File: config.mk
export PLATFORM = sky130hd
export DESIGN_NAME = delta_list_timer_queue_unit
export DESIGN_NICKNAME = d
export VERILOG_FILES = /design/src/rtl/core/dltq_pkg.sv /design/src/rtl/core/dltq_ram.sv /design/src/rtl/core/delta_list_timer_queue_unit.sv
export SDC_FILE = /design/constraint.sdc
export NUM_CORES = 2
export LEC_CHECK = 0
export BUFFER_PORTS_ARGS = -buffer_cell sky130_fd_sc_hd__buf_2
export CAP_MARGIN = 30
export CORE_ASPECT_RATIO = 0.8
export CORE_UTILIZATION = 55
export DETAILED_ROUTE_END_ITERATION = 10
export MAX_ROUTING_LAYER = met4
export PLACE_DENSITY = 0.74
export SETUP_SLACK_MARGIN = 0.4
export SLEW_MARGIN = 10
export SYNTH_ARGS = -nofsm -noshare
export SYNTH_HDL_FRONTEND = slang
export SYNTH_HIERARCHICAL = 1
export SYNTH_SLANG_ARGS = --single-unit
File: constraint.sdc
create_clock -name clock -period 12.1 [get_ports clock]
set_input_delay 3.63 -clock clock [delete_from_list [all_inputs] [get_ports clock]]
set_output_delay 3.63 -clock clock [all_outputs]
set_load 0.02 [all_outputs]
File: src/rtl/core/dltq_pkg.sv
// Shared types and constants of the delta-list timer queue.
package dltq_pkg;
   localparam int QueueDepth = 32;
   localparam int NumSlots = 2 * QueueDepth;
   localparam int SlotBits = $clog2(NumSlots);
   localparam int TaskBits = 8;
   localparam int DeltaBits = 32;

   typedef enum logic [2:0] {
      MODE_FINE_DELAY   = 3'd0,
      MODE_COARSE_DELAY = 3'd1,
      MODE_READ_TIME    = 3'd2,
      MODE_FINE_TICK    = 3'd3,
      MODE_COARSE_TICK  = 3'd4
   } mode_type;

   typedef enum logic [1:0] {
      KIND_TIME   = 2'd0,
      KIND_WAKE   = 2'd1,
      KIND_REJECT = 2'd2
   } kind_type;

   typedef enum logic [3:0] {
      ST_INIT,
      ST_IDLE,
      ST_POP,
      ST_WALK,
      ST_LINK,
      ST_LINK_PREV,
      ST_TICK_RD,
      ST_TICK_CHECK,
      ST_OUT
   } state_type;

   // Result staged by the sequencer for the output register.
   typedef struct packed {
      logic [1:0]           kind;
      logic [TaskBits-1:0]  task_id;
      logic [DeltaBits-1:0] time_value;
      logic                 last;
   } result_type;
endpackage

File: src/rtl/core/dltq_ram.sv
// Generic RAM with one write port and one registered read port.
module dltq_ram #(
   parameter int Width = 8,
   parameter int Depth = 64
) (
   input  logic                     clock,
   input  logic                     wr_en,
   input  logic [$clog2(Depth)-1:0] wr_addr,
   input  logic [Width-1:0]         wr_data,
   input  logic [$clog2(Depth)-1:0] rd_addr,
   output logic [Width-1:0]         rd_data
);
   logic [Width-1:0] mem_ff [Depth];
   logic [Width-1:0] rd_data_ff;

   always_ff @(posedge clock) begin
      if (wr_en) begin
         mem_ff[wr_addr] <= wr_data;
      end
      rd_data_ff <= mem_ff[rd_addr];
   end

   assign rd_data = rd_data_ff;
endmodule

File: src/rtl/core/delta_list_timer_queue_unit.sv
// Top level of the delta-list timer queue: sequencer, slot memories and link memory.
//
//  channel | ports  | direction | item fields
//  req     | req_t* | in        | mode (tuser); task_id, delay (tdata)
//  rsp     | rsp_t* | out       | kind (tuser); task_id_res, time_value (tdata); last (tlast)
//
// After reset a clearing pass links the free lists of all 64 slots; req_tready stays low.
// A delay request pops a free slot, walks past the queued entries and links the new entry
// in, with a further link write when it lands behind an entry.
// A tick checks the queue head for each wake and sends each wake through the output state;
// no result comes when nothing wakes; a time reply or a rejection goes straight to output.
// Each result waits in the output state while rsp_tready is low; req_tready is high
// only while the sequencer is idle.
module delta_list_timer_queue_unit (
   input  logic        clock,
   input  logic        reset,
   input  logic        req_tvalid,
   output logic        req_tready,
   input  logic [2:0]  req_tuser,   // mode[2:0]
   input  logic [39:0] req_tdata,   // task_id[7:0], delay[38:8], zero fill
   input  logic        rsp_tready,
   output logic        rsp_tvalid,
   output logic [1:0]  rsp_tuser,   // kind[1:0]
   output logic [39:0] rsp_tdata,   // task_id_res[7:0], time_value[39:8]
   output logic        rsp_tlast
);
   localparam int SB = dltq_pkg::SlotBits;
   localparam int DB = dltq_pkg::DeltaBits;
   localparam int TB = dltq_pkg::TaskBits;
   localparam int NS = dltq_pkg::NumSlots;

   dltq_pkg::state_type state_ff, state_in;
   logic [TB-1:0] tid_ff, tid_in;
   logic [DB-1:0] dly_ff, dly_in;
   logic          q_ff, q_in;
   logic [SB-1:0] node_ff, node_in, cur_ff, cur_in, prev_ff, prev_in;
   logic          cur_ok_ff, cur_ok_in, prev_ok_ff, prev_ok_in;
   logic [5:0]    steps_ff, steps_in;
   logic [5:0]    nwake_ff, nwake_in;
   logic          tick_first_ff, tick_first_in;
   logic          wake_pend_ff, wake_pend_in;
   logic [SB-1:0] init_ff, init_in;
   logic [DB-1:0] tick_count_ff, tick_count_in;
   dltq_pkg::result_type res_ff, res_in;

   logic [SB-1:0] head_ff [2];
   logic          head_ok_ff [2];
   logic [SB-1:0] free_ff [2];
   logic          free_ok_ff [2];

   // Head and free-list register writes produced by the sequencer.
   logic          hw_en, hw_ok, fw_en, fw_ok;
   logic [SB-1:0] hw_data, fw_data;

   logic          dw_en, tw_en, lw_en;
   logic [SB-1:0] dw_addr, lw_addr, d_raddr, t_raddr, l_raddr;
   logic [DB-1:0] dw_data, d_rdata;
   logic [TB-1:0] t_rdata;
   logic [SB:0]   lw_data, l_rdata;   // valid bit above the next slot
   logic [SB-1:0] l_next;
   logic          l_ok;

   logic          q_req;
   logic [DB-1:0] sub_a, sub_b, diff;
   logic          dly_gt, walk_adv, wake, wake_last;

   dltq_ram #(.Width(DB), .Depth(NS)) u_delta (
      .clock(clock), .wr_en(dw_en), .wr_addr(dw_addr), .wr_data(dw_data),
      .rd_addr(d_raddr), .rd_data(d_rdata)
   );
   dltq_ram #(.Width(TB), .Depth(NS)) u_task (
      .clock(clock), .wr_en(tw_en), .wr_addr(node_ff), .wr_data(tid_ff),
      .rd_addr(t_raddr), .rd_data(t_rdata)
   );
   dltq_ram #(.Width(SB + 1), .Depth(NS)) u_link (
      .clock(clock), .wr_en(lw_en), .wr_addr(lw_addr), .wr_data(lw_data),
      .rd_addr(l_raddr), .rd_data(l_rdata)
   );

   assign l_next = l_rdata[SB-1:0];
   assign l_ok   = l_rdata[SB];
   assign q_req  = (req_tuser == dltq_pkg::MODE_COARSE_DELAY)
                || (req_tuser == dltq_pkg::MODE_COARSE_TICK);

   // The one shared subtract/compare unit.
   assign dly_gt   = dly_ff > d_rdata;
   assign walk_adv = dly_gt && steps_ff < 6'(dltq_pkg::QueueDepth);

   always_comb begin
      sub_a = d_rdata;
      sub_b = DB'(1);
      if (state_ff == dltq_pkg::ST_WALK) begin
         sub_a = walk_adv ? dly_ff : d_rdata;
         sub_b = walk_adv ? d_rdata : dly_ff;
      end
   end

   assign diff = sub_a - sub_b;

   assign wake      = d_rdata == '0 || (tick_first_ff && d_rdata == DB'(1));
   assign wake_last = !l_ok || (nwake_ff + 6'd1 == 6'(dltq_pkg::QueueDepth));

   assign req_tready = (state_ff == dltq_pkg::ST_IDLE);
   assign rsp_tvalid = (state_ff == dltq_pkg::ST_OUT);
   assign rsp_tuser  = res_ff.kind;
   assign rsp_tdata  = {res_ff.time_value, res_ff.task_id};
   assign rsp_tlast  = res_ff.last;

   always_comb begin
      state_in = state_ff;
      unique case (state_ff)
         dltq_pkg::ST_INIT: begin
            if (init_ff == SB'(NS - 1)) begin
               state_in = dltq_pkg::ST_IDLE;
            end
         end
         dltq_pkg::ST_IDLE: begin
            if (req_tvalid) begin
               unique case (req_tuser)
                  dltq_pkg::MODE_FINE_DELAY, dltq_pkg::MODE_COARSE_DELAY: begin
                     state_in = free_ok_ff[q_req] ? dltq_pkg::ST_POP : dltq_pkg::ST_OUT;
                  end
                  dltq_pkg::MODE_READ_TIME: state_in = dltq_pkg::ST_OUT;
                  dltq_pkg::MODE_FINE_TICK, dltq_pkg::MODE_COARSE_TICK: begin
                     state_in = head_ok_ff[q_req] ? dltq_pkg::ST_TICK_RD : dltq_pkg::ST_IDLE;
                  end
                  default: state_in = dltq_pkg::ST_IDLE;
               endcase
            end
         end
         dltq_pkg::ST_POP: state_in = cur_ok_ff ? dltq_pkg::ST_WALK : dltq_pkg::ST_LINK;
         dltq_pkg::ST_WALK: begin
            if (walk_adv && l_ok) begin
               state_in = dltq_pkg::ST_WALK;
            end else begin
               state_in = dltq_pkg::ST_LINK;
            end
         end
         dltq_pkg::ST_LINK: begin
            state_in = prev_ok_ff ? dltq_pkg::ST_LINK_PREV : dltq_pkg::ST_IDLE;
         end
         dltq_pkg::ST_LINK_PREV: state_in = dltq_pkg::ST_IDLE;
         dltq_pkg::ST_TICK_RD:   state_in = dltq_pkg::ST_TICK_CHECK;
         dltq_pkg::ST_TICK_CHECK: begin
            if (wake_pend_ff) begin
               state_in = dltq_pkg::ST_OUT;
            end else if (wake) begin
               state_in = wake_last ? dltq_pkg::ST_OUT : dltq_pkg::ST_TICK_RD;
            end else begin
               state_in = dltq_pkg::ST_IDLE;
            end
         end
         dltq_pkg::ST_OUT: begin
            if (rsp_tready) begin
               state_in = res_ff.last ? dltq_pkg::ST_IDLE : dltq_pkg::ST_TICK_RD;
            end
         end
         default: state_in = dltq_pkg::ST_IDLE;
      endcase
   end

   always_comb begin
      tid_in = tid_ff; dly_in = dly_ff; q_in = q_ff;
      node_in = node_ff; cur_in = cur_ff; prev_in = prev_ff;
      cur_ok_in = cur_ok_ff; prev_ok_in = prev_ok_ff; steps_in = steps_ff;
      nwake_in = nwake_ff; tick_first_in = tick_first_ff; wake_pend_in = wake_pend_ff;
      init_in = init_ff; tick_count_in = tick_count_ff; res_in = res_ff;
      hw_en = 1'b0; hw_ok = 1'b0; hw_data = '0;
      fw_en = 1'b0; fw_ok = 1'b0; fw_data = '0;
      dw_en = 1'b0; dw_addr = '0; dw_data = '0; tw_en = 1'b0;
      lw_en = 1'b0; lw_addr = '0; lw_data = '0;
      d_raddr = cur_ff; l_raddr = cur_ff; t_raddr = head_ff[q_ff];
      unique case (state_ff)
         dltq_pkg::ST_INIT: begin
            // Each slot links to the next one of its queue; a queue's last slot has none.
            lw_en = 1'b1; lw_addr = init_ff;
            lw_data = {init_ff[SB-2:0] != '1, init_ff + SB'(1)};
            init_in = init_ff + SB'(1);
         end
         dltq_pkg::ST_IDLE: begin
            l_raddr = free_ff[q_req];
            if (req_tvalid) begin
               tid_in = req_tdata[7:0];
               dly_in = {1'b0, req_tdata[38:8]};
               q_in = q_req;
               node_in = free_ff[q_req];
               cur_in = head_ff[q_req];
               cur_ok_in = head_ok_ff[q_req];
               prev_ok_in = 1'b0; steps_in = '0; nwake_in = '0;
               tick_first_in = 1'b1; wake_pend_in = 1'b0;
               res_in.task_id = req_tdata[7:0];
               res_in.time_value = '0;
               res_in.last = 1'b1;
               res_in.kind = dltq_pkg::KIND_REJECT;
               if (req_tuser == dltq_pkg::MODE_READ_TIME) begin
                  res_in.kind = dltq_pkg::KIND_TIME;
                  res_in.task_id = '0;
                  res_in.time_value = tick_count_ff;
               end
               if (req_tuser == dltq_pkg::MODE_FINE_TICK) begin
                  tick_count_in = tick_count_ff + DB'(1);
               end
            end
         end
         dltq_pkg::ST_POP: begin
            // The free head's link arrives now, while the queue head is read for the walk.
            fw_en = 1'b1; fw_data = l_next; fw_ok = l_ok;
         end
         dltq_pkg::ST_WALK: begin
            if (walk_adv) begin
               dly_in = diff;
               prev_in = cur_ff; prev_ok_in = 1'b1;
               cur_ok_in = l_ok;
               cur_in = l_next;
               steps_in = steps_ff + 6'd1;
               d_raddr = l_next; l_raddr = l_next;
            end else begin
               // Successor found: reduce it by the new entry's delta.
               dw_en = 1'b1; dw_addr = cur_ff; dw_data = diff;
            end
         end
         dltq_pkg::ST_LINK: begin
            dw_en = 1'b1; dw_addr = node_ff; dw_data = dly_ff;
            tw_en = 1'b1;
            lw_en = 1'b1; lw_addr = node_ff; lw_data = {cur_ok_ff, cur_ff};
            if (!prev_ok_ff) begin
               hw_en = 1'b1; hw_data = node_ff; hw_ok = 1'b1;
            end
         end
         dltq_pkg::ST_LINK_PREV: begin
            lw_en = 1'b1; lw_addr = prev_ff; lw_data = {1'b1, node_ff};
         end
         dltq_pkg::ST_TICK_RD: begin
            d_raddr = head_ff[q_ff]; l_raddr = head_ff[q_ff];
         end
         dltq_pkg::ST_TICK_CHECK: begin
            wake_pend_in = 1'b0;
            if (wake_pend_ff) begin
               // The entry after a woken one is only looked at; a nonzero delta ends the run.
               res_in.last = (d_rdata != '0);
            end else begin
               tick_first_in = 1'b0;
               if (tick_first_ff && d_rdata != '0) begin
                  dw_en = 1'b1; dw_addr = head_ff[q_ff]; dw_data = diff;
               end
               if (wake) begin
                  res_in.kind = dltq_pkg::KIND_WAKE;
                  res_in.task_id = t_rdata;
                  res_in.time_value = '0;
                  res_in.last = wake_last;
                  nwake_in = nwake_ff + 6'd1;
                  wake_pend_in = !wake_last;
                  // Unlink the head and return it to the free list.
                  hw_en = 1'b1; hw_data = l_next; hw_ok = l_ok;
                  lw_en = 1'b1; lw_addr = head_ff[q_ff];
                  lw_data = {free_ok_ff[q_ff], free_ff[q_ff]};
                  fw_en = 1'b1; fw_data = head_ff[q_ff]; fw_ok = 1'b1;
               end
            end
         end
         dltq_pkg::ST_OUT: ;
         default: ;
      endcase
   end

   always_ff @(posedge clock) begin
      if (reset) begin
         state_ff <= dltq_pkg::ST_INIT;
         init_ff <= '0;
         tick_count_ff <= '0;
         for (int q = 0; q < 2; q++) begin
            head_ff[q] <= '0; head_ok_ff[q] <= 1'b0;
            free_ff[q] <= SB'(q * dltq_pkg::QueueDepth); free_ok_ff[q] <= 1'b1;
         end
         res_ff <= '0;
      end else begin
         state_ff <= state_in;
         init_ff <= init_in;
         tick_count_ff <= tick_count_in;
         res_ff <= res_in;
         if (hw_en) begin
            head_ff[q_ff] <= hw_data; head_ok_ff[q_ff] <= hw_ok;
         end
         if (fw_en) begin
            free_ff[q_ff] <= fw_data; free_ok_ff[q_ff] <= fw_ok;
         end
      end
   end

   always_ff @(posedge clock) begin
      tid_ff <= tid_in; dly_ff <= dly_in; q_ff <= q_in;
      node_ff <= node_in; cur_ff <= cur_in; prev_ff <= prev_in;
      cur_ok_ff <= cur_ok_in; prev_ok_ff <= prev_ok_in; steps_ff <= steps_in;
      nwake_ff <= nwake_in; tick_first_ff <= tick_first_in; wake_pend_ff <= wake_pend_in;
   end
endmodule
==> results.yml <==
route:
  routedWlPerCell_um: 31.4
  drc_errors: 0
  via_per_inst: 6.58
  wl_mm: 317
  vias: 66500
  first_pass_iters: 7
  ant_nets: 0
  drtIter0Drc: 9489
clocking:
  insertion_delay_ps: 890
  cts_tree: "yes"
  clk_pin_slew_ps: 60
  cts_hold_buf: 0
  numCtsBuffers: 313
  cts-htree-levels: 5
  post-cts-setup-buffers: 0
  clockBufferDepth: 4
  cts_resized: 0
  cts_root_buf: "clkbuf_16"
  cts.sinks: 3244
place:
  dp_hpwl_mm: 175
  gp_congestion: 0.921
  portBuffers: 90
  dp_slack_ps: 4760
sta:
  hold_viol: 0
  setup_viol: 0
  period_share: 0.618
  rsz0062_at_grt: "no"
  clock_skew_ps: 86.2
  slew_violations: 0
  fin_crit_ps: 7470
  timing.fmax_ghz: 0.134
  slew-limit-headroom: 0.281
  finalWorstSetupSlack_ps: 4630
  max_slew.worst_pin.slew_ps: 1070
  fin_tns_setup_ps: 0
global_routing:
  grt_overflow: 0
  grt_pass1_wl_mm: 455
  antenna_found_initial: 10
  grt_pass1_vias: 65300
  grt_max_degree: 109
  use_met3: 0.0564
  grt_use_total: 0.277
  gr-usage-met2: 0.402
  grt.met1_usage: 0.395
  grt_busiest_layer: "met2"
floorplanning:
  die_w_um: 543
  rows: 158
  core_um2: 232000
  ios: 92
  initial_core_util: 0.554
  die_h_um: 434
  dieArea_um2: 236000
hold_path:
  hold_start: "rsp_tdata[34]$_SDFFE_PP0P_"
  timing.hold.worst.class: "flop to flop"
critical_path:
  cp_data_arrival_time_ps: 8070
  crit_start: "state_ff[0]$_SDFFE_PP0P_"
  criticalPathCategory: "flop to flop"
  cp_data_required_time_ps: 12700
  worstSetupEndpointType: "flop"
  timing.rr.start: "state_ff[0]$_SDFFE_PP0P_"
  worstSetupStartpointType: "flop"
  critPathMaxFanout: 72
synthesis:
  synth_cell_types: 81
  yosys_most_used_dff: "edfxtp_1"
  synth-seq-area-share: 0.747
  synth_area_per_cell_um2: 19.8
  yosys_warnings: 6
  netlist_area_um2: 129000
  ys_ff_latch: 3244
  synth_edf_count: 3109
  async_flop_share: 0
  syn-num-nets: 6610
  synthCells: 6493
cells_and_area:
  fillers: 15500
  finalNetCount: 6853
  drive_gt1_frac: 0.246
  syn_to_final_growth_pct: 11.7
  fin_util: 0.618
power_and_ir_drop:
  power_density_nw_per_um2: 152
  p_leak_nw: 41.0
  vdd.ir_drop.worst_mv: 0.107
  finalPower_mw: 21.8
status:
  status: "finished clean"
run:
  cap_violations: 0
==> registers in the layout, indices dropped and copies added, names as in the netlist, 7 cells and up, named ones only <==
signal and count:
u_delta/mem_ff 2048, u_task/mem_ff 512, u_link/mem_ff 448, rsp_tdata 40
dly_ff 32, tick_count_ff 32, u_delta/rd_data 32, free_ff 12
head_ff 12, tid_ff 8, u_task/rd_data 8, u_link/rd_data 7
==> Yosys cell counts, types with 37 or more instances <==
| library cell | n | share of area |
|---|---|---|
| a21oi_1 | 159 | 0.0062 |
| o221ai_1 | 58 | 0.0040 |
| nand2_1 | 245 | 0.0072 |
| nor2_1 | 434 | 0.013 |
| mux4_2 | 782 | 0.14 |
| buf_2 | 94 | 0.0037 |
| o22ai_1 | 107 | 0.0052 |
| nor3_1 | 37 | 0.0014 |
| edfxtp_1 | 3109 | 0.73 |
| clkbuf_1 | 171 | 0.0050 |
| xor2_1 | 45 | 0.0031 |
| o21ai_0 | 88 | 0.0034 |
| nor2b_1 | 51 | 0.0025 |
| mux2_2 | 66 | 0.0058 |
| nand3_1 | 92 | 0.0036 |
| mux2i_1 | 155 | 0.012 |
| inv_1 | 59 | 0.0017 |
| buf_4 | 38 | 0.0022 |
| ha_1 | 69 | 0.0067 |
| dfxtp_1 | 135 | 0.021 |
| a22oi_1 | 37 | 0.0022 |
==> logic make-up after synthesis <==
kind of cell | share of synthesized area
xor gates and xnor gates | 0.00504
and+or+nand+nor | 0.0363
adders and majority gates | 0.00687
DFF | 0.747
AOI/OAI and AO/OA | 0.0343
buffers and inverters | 0.0154
muxes | 0.155
==> where the power goes <==
group          switching (mW)  internal, mW
registers             0.00732          12.2
logic                   0.132        0.0634
clock network            4.12          5.33
==> metal layers <==
metal,wire [µm],vias up
met5,0,-
met4,12900,0
met3,37200,568
met2,144000,4023
met1,123000,34700
li1,-,27200
==> final timing paths <==
kind | end | slack [ps] | cells past startpoint
max reg2reg | u_delta/mem_ff[43][28]$_DFFE_PP_ | 4630 | 19
max | u_delta/mem_ff[43][28]$_DFFE_PP_ | 4630 | 19
min reg2reg | rsp_tdata[34]$_SDFFE_PP0P_ | 450 | 2
min | rsp_tdata[34]$_SDFFE_PP0P_ | 450 | 2
==> layout make-up <==
cell class	count	area, µm²	share of cell area
sequential	3244	96100	0.669
clock buffer	387	8280	0.0577
tap	3120	3900	0.0272
clock inverter	165	1500	0.0104
multi-input combinational	2831	31400	0.219
timing repair buffer	284	2140	0.0149
antenna	4	10.0	0.0000697
inverter	62	243	0.00169
==> worst max-delay path, stage by stage (launching register included) <==
cell and delay (ps):
dfxtp_1 570, nor2b_1 230, nand2_1 60, or2_2 520, inv_2 100, buf_4 730
and2_2 420, buf_4 600, o21ai_0 200, ha_1 430, and4_1 240, o21ai_0 80
a21oi_1 260, o221ai_1 310, o211a_1 390, o21ai_1 430, a31oi_1 170, xnor2_1 200
a22o_2 680, buf_4 480
==> cell usage in the layout, fill, tap and decap left out, types with 12 or more instances in the layout <==
| master | netlist | final |
|---|---|---|
| nand3_1 | 92 | 92 |
| inv_1 | 59 | 55 |
| clkinv_2 | 0 | 49 |
| nand2b_1 | 32 | 31 |
| edfxtp_1 | 3109 | 3109 |
| a311oi_1 | 16 | 16 |
| o221ai_1 | 58 | 46 |
| a21oi_1 | 159 | 159 |
| a22oi_1 | 37 | 37 |
| o22ai_1 | 107 | 107 |
| xnor2_1 | 29 | 29 |
| ha_1 | 69 | 69 |
| buf_4 | 38 | 175 |
| nor2_4 | 1 | 63 |
| nand2_1 | 245 | 245 |
| o21ai_1 | 17 | 17 |
| mux4_2 | 782 | 782 |
| xor2_1 | 45 | 45 |
| clkbuf_16 | 0 | 316 |
| nor2_1 | 434 | 370 |
| nor3_1 | 37 | 34 |
| a21o_1 | 29 | 29 |
| a211oi_1 | 16 | 16 |
| nor2b_1 | 51 | 51 |
| a22o_2 | 0 | 26 |
| o21ai_4 | 0 | 13 |
| or3_1 | 15 | 15 |
| mux2i_1 | 155 | 155 |
| inv_6 | 0 | 12 |
| clkbuf_1 | 171 | 60 |
| clkinv_1 | 0 | 64 |
| bufinv_16 | 0 | 21 |
| nand3b_1 | 15 | 15 |
| mux2_2 | 66 | 66 |
| dfxtp_1 | 135 | 135 |
| buf_2 | 94 | 92 |
| o21ai_0 | 88 | 74 |
| and3_1 | 12 | 12 |
| nand4_1 | 24 | 24 |
==> per-stage QoR <==
step           cell area (µm²)  std cells  hold slack [ps]
6_report                144000      10100              452
5_1_grt                 144000      10100              467
4_1_cts                 143000      10100              453
3_5_place_dp            134000       9537              445
3_3_place_gp            134000       9528              438
2_1_floorplan           129000       6493              440
(Power assumes the default switching activity.)
